--- config.mk ---
export PLATFORM = sky130hd
export DESIGN_NAME = utf8_codec
export DESIGN_NICKNAME = d
export VERILOG_FILES = /design/src/hdl/u8c_pkg.sv /design/src/hdl/u8c_core.sv /design/src/hdl/utf8_codec.sv
export SDC_FILE = /design/constraint.sdc
export NUM_CORES = 1
export LEC_CHECK = 0
export BUFFER_PORTS_ARGS = -buffer_cell sky130_fd_sc_hd__buf_2
export CAP_MARGIN = 15
export CORE_MARGIN = 2
export CORE_UTILIZATION = 39
export CTS_BUF_LIST = sky130_fd_sc_hd__clkbuf_4 sky130_fd_sc_hd__clkbuf_8
export DETAILED_ROUTE_END_ITERATION = 6
export PLACE_DENSITY = 0.61
export SLEW_MARGIN = 20
export SYNTH_ARGS = -nofsm -noshare
export SYNTH_HDL_FRONTEND = slang
export SYNTH_SLANG_ARGS = --single-unit
--- constraint.sdc ---
create_clock -name clk -period 4.3 [get_ports clk]
set_input_delay 0.215 -clock clk [delete_from_list [all_inputs] [get_ports clk]]
set_output_delay 0.215 -clock clk [all_outputs]
set_load 0.01 [all_outputs]
--- src/hdl/u8c_pkg.sv ---
// u8c_pkg: shared types and constants of the utf8_codec block
// used by u8c_core and utf8_codec; depends on nothing else
`default_nettype none

package u8c_pkg;

  localparam logic MODE_DECODE = 1'b0;
  localparam logic MODE_ENCODE = 1'b1;

  localparam logic [30:0] ERR_VALUE = 31'h7F;

  typedef struct packed {
    logic [31:0] data_value;
    logic        end_of_buffer;
  } in_item_t;

  typedef struct packed {
    logic [30:0] out_value;
    logic        invalid;
    logic        last_of_run;
    logic [2:0]  run_length;
  } out_item_t;

  // decoder sequence state
  typedef struct packed {
    logic [2:0]  bytes_pending;
    logic [30:0] code_accumulator;
    logic [2:0]  sequence_length;
  } seq_t;

  // what one processing step reports back to the control logic
  typedef struct packed {
    logic emit;
    logic done;
  } step_t;

endpackage

`default_nettype wire

--- src/hdl/u8c_core.sv ---
// u8c_core: combinational datapath for one step of the codec
// decodes one byte against the sequence state, or forms one encoded byte
// depends on u8c_pkg
`default_nettype none

module u8c_core (
  input  wire logic            mode,
  input  wire u8c_pkg::in_item_t item,
  input  wire u8c_pkg::seq_t   seq,
  input  wire logic [2:0]      byte_idx,
  output u8c_pkg::seq_t        seq_nxt,
  output u8c_pkg::out_item_t   res,
  output u8c_pkg::step_t       ctl
);
  import u8c_pkg::*;

  logic [31:0] ch;
  logic [7:0]  b;
  logic [2:0]  enc_len;
  logic [7:0]  lead;
  logic [2:0]  tail_k;
  logic [5:0]  tail_bits;
  logic [7:0]  enc_byte;
  logic        enc_last;
  logic [2:0]  cont;
  logic [4:0]  payload;
  logic        lead_ok;
  logic [30:0] acc_nxt;
  logic [2:0]  pend_nxt;

  assign ch = item.data_value;
  assign b  = item.data_value[7:0];

  // encoder: run length and leading byte
  always_comb begin
    if (ch >= 32'h0400_0000) begin
      enc_len = 3'd6;
      lead    = {6'b111111, ch[31:30]};
    end else if (ch >= 32'h0020_0000) begin
      enc_len = 3'd5;
      lead    = {6'b111110, ch[25:24]};
    end else if (ch >= 32'h0001_0000) begin
      enc_len = 3'd4;
      lead    = {5'b11110, ch[20:18]};
    end else if (ch >= 32'h0000_0800) begin
      enc_len = 3'd3;
      lead    = {4'b1110, ch[15:12]};
    end else if (ch >= 32'h0000_0080) begin
      enc_len = 3'd2;
      lead    = {3'b110, ch[10:6]};
    end else begin
      enc_len = 3'd1;
      lead    = ch[7:0];
    end
  end

  // six-bit group for a continuation byte, counted from the low end
  assign tail_k = enc_len - 3'd1 - byte_idx;

  always_comb begin
    case (tail_k)
      3'd0:    tail_bits = ch[5:0];
      3'd1:    tail_bits = ch[11:6];
      3'd2:    tail_bits = ch[17:12];
      3'd3:    tail_bits = ch[23:18];
      3'd4:    tail_bits = ch[29:24];
      default: tail_bits = ch[5:0];
    endcase
  end

  assign enc_byte = (byte_idx == 3'd0) ? lead : {2'b10, tail_bits};
  assign enc_last = (byte_idx == enc_len - 3'd1);

  // decoder: leading byte class
  always_comb begin
    lead_ok = 1'b1;
    if ((b & 8'hFE) == 8'hFC) begin
      cont = 3'd5; payload = {4'd0, b[0]};
    end else if ((b & 8'hFC) == 8'hF8) begin
      cont = 3'd4; payload = {3'd0, b[1:0]};
    end else if ((b & 8'hF8) == 8'hF0) begin
      cont = 3'd3; payload = {2'd0, b[2:0]};
    end else if ((b & 8'hF0) == 8'hE0) begin
      cont = 3'd2; payload = {1'b0, b[3:0]};
    end else if ((b & 8'hE0) == 8'hC0) begin
      cont = 3'd1; payload = b[4:0];
    end else begin
      cont = 3'd0; payload = 5'd0; lead_ok = 1'b0;
    end
  end

  // continuation marker is not checked
  assign acc_nxt  = {seq.code_accumulator[24:0], b[5:0]};
  assign pend_nxt = seq.bytes_pending - 3'd1;

  always_comb begin
    seq_nxt  = seq;
    res      = '0;
    ctl.emit = 1'b0;
    ctl.done = 1'b1;
    if (mode == MODE_ENCODE) begin
      ctl.emit        = 1'b1;
      ctl.done        = enc_last;
      res.out_value   = {23'd0, enc_byte};
      res.last_of_run = enc_last;
      res.run_length  = enc_len;
    end else begin
      res.last_of_run = 1'b1;
      if (seq.bytes_pending == 3'd0) begin
        if (!b[7]) begin
          ctl.emit       = 1'b1;
          res.out_value  = {23'd0, b};
          res.run_length = 3'd1;
        end else if (!lead_ok || item.end_of_buffer) begin
          ctl.emit       = 1'b1;
          res.out_value  = ERR_VALUE;
          res.invalid    = 1'b1;
          res.run_length = 3'd1;
        end else begin
          seq_nxt.bytes_pending    = cont;
          seq_nxt.code_accumulator = {26'd0, payload};
          seq_nxt.sequence_length  = cont + 3'd1;
        end
      end else begin
        seq_nxt.bytes_pending    = pend_nxt;
        seq_nxt.code_accumulator = acc_nxt;
        if (pend_nxt == 3'd0) begin
          ctl.emit       = 1'b1;
          res.out_value  = acc_nxt;
          res.run_length = seq.sequence_length;
          seq_nxt        = '0;
        end else if (item.end_of_buffer) begin
          // truncated sequence
          ctl.emit       = 1'b1;
          res.out_value  = ERR_VALUE;
          res.invalid    = 1'b1;
          res.run_length = seq.sequence_length - pend_nxt;
          seq_nxt        = '0;
        end
      end
    end
  end

endmodule

`default_nettype wire

--- src/hdl/utf8_codec.sv ---
// utf8_codec: six-byte UTF-8 decoder/encoder, top level
// a result is registered in out_data_r after its item is registered in item_r
// decode: one byte per cycle unless stalled; encode: 1..6 output bytes per code point,
// formed in turn; the single output register takes one byte a cycle unless stalled
// reset: synchronous, mode returns to decode and the sequence state to idle
`default_nettype none

module utf8_codec (
  input  wire logic                clk,
  input  wire logic                rst_n,
  input  wire logic                in_valid,
  output      logic                in_stall,
  input  wire u8c_pkg::in_item_t   in_data,
  output      logic                out_valid,
  input  wire logic                out_stall,
  output      u8c_pkg::out_item_t  out_data,
  input  wire logic                cfg_we,
  input  wire logic                cfg_wdata
);
  import u8c_pkg::*;

  logic      mode_r;
  seq_t      seq_r;
  seq_t      seq_nxt;
  logic      item_v_r;
  in_item_t  item_r;
  logic [2:0] idx_r;
  logic      out_valid_r;
  out_item_t out_data_r;
  out_item_t res;
  step_t     ctl;
  logic      adv;
  logic      step;
  logic      item_free;
  logic      accept;

  u8c_core u_core (
    .mode     (mode_r),
    .item     (item_r),
    .seq      (seq_r),
    .byte_idx (idx_r),
    .seq_nxt  (seq_nxt),
    .res      (res),
    .ctl      (ctl)
  );

  assign adv       = !out_valid_r || !out_stall;
  assign step      = item_v_r && adv;
  assign item_free = !item_v_r || (step && ctl.done);
  assign accept    = in_valid && item_free;
  assign in_stall  = !item_free;

  always_ff @(posedge clk) begin
    if (!rst_n) begin
      mode_r      <= MODE_DECODE;
      seq_r       <= '0;
      item_v_r    <= 1'b0;
      idx_r       <= 3'd0;
      out_valid_r <= 1'b0;
    end else begin
      if (cfg_we) begin
        mode_r <= cfg_wdata;
        seq_r  <= '0;
      end else if (step) begin
        seq_r <= seq_nxt;
      end
      if (step) begin
        idx_r <= ctl.done ? 3'd0 : idx_r + 3'd1;
      end
      if (accept) begin
        item_v_r <= 1'b1;
      end else if (step && ctl.done) begin
        item_v_r <= 1'b0;
      end
      if (adv) begin
        out_valid_r <= step && ctl.emit;
      end
    end
  end

  always_ff @(posedge clk) begin
    if (accept) begin
      item_r <= in_data;
    end
    if (step && ctl.emit) begin
      out_data_r <= res;
    end
  end

  assign out_valid = out_valid_r;
  assign out_data  = out_data_r;

  // byte index stays inside a six-byte run
  a_idx_range: assert property (@(posedge clk) disable iff (!rst_n)
    idx_r != 3'd6 && idx_r != 3'd7)
    else $error("encode byte index out of range");

  // decode never walks the byte index
  a_idx_decode: assert property (@(posedge clk) disable iff (!rst_n)
    mode_r == MODE_DECODE |-> idx_r == 3'd0)
    else $error("byte index moved in decode mode");

  // at most five continuation bytes pending
  a_pending: assert property (@(posedge clk) disable iff (!rst_n)
    seq_r.bytes_pending != 3'd6 && seq_r.bytes_pending != 3'd7)
    else $error("too many pending continuation bytes");

  // an error result always carries the substitute value
  a_err_value: assert property (@(posedge clk) disable iff (!rst_n)
    out_valid_r && out_data_r.invalid |-> out_data_r.out_value == ERR_VALUE)
    else $error("error item without substitute value");

  // every encode step leaves a valid, unflagged byte in the output register
  a_enc_noerr: assert property (@(posedge clk) disable iff (!rst_n)
    step && ctl.emit && mode_r == MODE_ENCODE |=> out_valid_r && !out_data_r.invalid)
    else $error("encode item lost or flagged invalid");

endmodule

`default_nettype wire

==> reports/qor.csv <==
metric,value,unit
fraction of final layout cells sized beyond drive strength 1,20.7,%
Port Buf Inserts,76,
worst path arrival time,4.21,ns
postcts setup bufs,0,
ranking of synthesized cells by area,"edfxtp_1, dfxtp_1, a21oi_1, nand2_1, and2_1",
PnR worst setup slack,0.243,ns
CTS Buffer Depth,2,
reg2reg end,out_data[5],
Synth Area in XOR/XNOR,1.69,%
vias in the first global route,4070,
Yosys Warn Count,0,
"Clk pin slew, worst setup/hold paths",0.11,ns
synthesis-stage register bit count,106,
Post-synth EDFFs,69,
vias per cell,5.37,
Total GRT Usage,19.5,%
status,"finished, final reports clean",
Layout Skew,0.00832,ns
Reg2Reg Depth,11,
Detail Placement HPWL,9470,um
H-tree levels,3,
Post-synth top cells,"edfxtp_1, a21oi_1, nand2_1",
Synth Cell Area,5120,um^2
final max-slew violation count,0,
1st-pass router iterations,4,
Vias,4134,
PwrDens,318,nW/um^2
Yosys top cell area share,40.5,%
post-synthesis compound-gate area fraction,16.4,%
sequential fraction of the synthesis area,54.9,%
initial antenna violation count,0,
Worst setup startpoint,item_r[15],
routability congestion estimate,0.975,
Max Cap Violations,0,
final wirelength,13300,um
simple-gate share of the synthesized area,18.4,%
Die Width,119,um
I/O pin cnt,77,
Overall Power,1.99,mW
RSZ-0062 raised after global routing,false,
DRC Markers,0,
gr ovfl total,0,
CP Max Fanout,10,
Worst VDD drop,0.246,mV
Yosys top cell by area,edfxtp_1,
Post-synth ARST share,0,%
Iteration-0 DRC Markers,295,
Worst EP required,4.45,ns
Setup TNS,0,ns
Reg2Reg Setup Slack,0.24,ns
Post-Syn Nets,539,
ANT nets after route,0,
CTS tree,done,
Critical R2R Launch,item_r[15],
Hold WS,0.0459,ns
achievable frequency,247,MHz
diode count,0,
mux contribution to synthesized area,2.10,%
Starting Density,40.2,%
Row Count,41,
crit path kind,reg -> reg,
Clock Tree Root,clkbuf_8,
die area,14100,um^2
relative slew slack,39.0,%
first-pass GRT wire length,21300,um
main combinational cell family by area after synthesis,simple AND/OR/NAND/NOR gates,
CP Capture Type,flip-flop,
worst skew pair latency,0.39,ns
CP Capture Point,out_data[5],
Sink Count,106,
min cycle time layout,4.06,ns
Synth cell types,56,
Synth Flop Type,edfxtp_1,
largest net degree at the start of global routing,36,
chip height,119,um
slew at the pin closest to its max-slew limit,0.915,ns
Area Growth Syn to Fin,22.0,%
Setup WS pre-CTS,0.138,ns
routed len/inst,17.3,um
CTS Buf Count,9,
cells after synthesis,489,
Final Hold Viols,0,
top-count cell post-synth,edfxtp_1,
Synth Area in Adders,2.98,%
Startpoint Class,flip-flop,
Syn Area/Cell,10.5,um^2
final count of negative-setup-slack endpoints,0,
core area,12700,um^2
Static Leak,2.25,nW
fin crit share,94.3,%
Final Net Count,643,
HP Class,in -> reg,
layer usage:
metal,routed length (um),track usage (%),up-vias
met4,226,6.99,0
met3,848,4.25,18
met1,6190,27.4,1962
met5,0,0,-
met2,6060,29.6,149
li1,-,-,2005
flip-flops by register name, summed over array words and instances (netlist names):
signal / count
idx_r: 3
item_r: 33
item_v_r: 1
mode_r: 1
out_data: 36
out_valid: 1
seq_r: 31
critical path: stages (launching register included):
cell	delay, ns
edfxtp_1	0.43
or4_1	0.57
or2_2	0.33
o21ai_0	0.22
a21oi_1	0.15
ha_1	0.22
fa_1	0.44
xnor2_2	0.31
xor2_2	0.41
nor2_1	0.10
or3_1	0.32
a211o_1	0.30
layout make-up:
type	count	area, um^2
clock buffers	9	124
clock inverters	7	67.6
fillers	1217	6470
inverters	18	67.6
multi-input cells	338	2150
flip-flops and latches	106	2810
well taps	172	215
repair buffers	120	806
cells by family (layout without fill, tap and decap cells):
group,Yosys count,count (layout)
mux,10,10
simple gates,182,182
compound gates,126,126
xor+xnor,9,9
fa+ha+maj,11,11
buf+inv,45,154
flops,106,106
metrics by stage:
step / cell area, um^2 / std cells / util (%)
final: 6250 / 770 / 49.1
after global routing: 6250 / 770 / 49.1
after CTS: 6240 / 770 / 49.0
after detailed placement: 5720 / 721 / 44.9
after global placement: 5720 / 721 / 44.9
after floorplan: 5120 / 489 / -
cell usage in the layout (no fill, tap or decap), types with 7 or more instances in the layout:
master          n
a21oi_1        48
and2_1         27
buf_2          76
buf_4          10
clkbuf_8        9
dfxtp_1        37
dlygate4sd3_1  33
edfxtp_1       69
ha_1            9
inv_1          18
nand2_1        46
nand3_1        30
nor2_1         26
nor3_1         11
o211ai_1        7
o21ai_0        14
xnor2_1         7
power by group:
| group | switching [mW] | total (mW) | internal [mW] |
|---|---|---|---|
| logic | 0.116 | 0.209 | 0.0932 |
| clock network | 0.380 | 0.607 | 0.227 |
| registers | 0.0361 | 1.17 | 1.14 |
| total | 0.532 | 1.99 | 1.46 |
timing repair:
action                                  4_1_cts  5_1_grt
hold buffers                                 33        0
gates resized for setup                       0        1
endpoints found under the hold margin        33        0
endpoints found under the setup margin        0        2
worst min-delay path by stage:
| stage | start | end | cells past startpoint |
|---|---|---|---|
| finish | in_valid | item_v_r | 2 |
| global route | in_valid | item_v_r | 2 |
| CTS | in_valid | item_v_r | 2 |
| detailed placement | in_data[24] | item_r[24] | 1 |
| global placement | in_data[22] | item_r[22] | 1 |
| floorplan | in_data[0] | item_r[0] | 0 |
No activity file was read; power rests on OpenSTA's default activity.
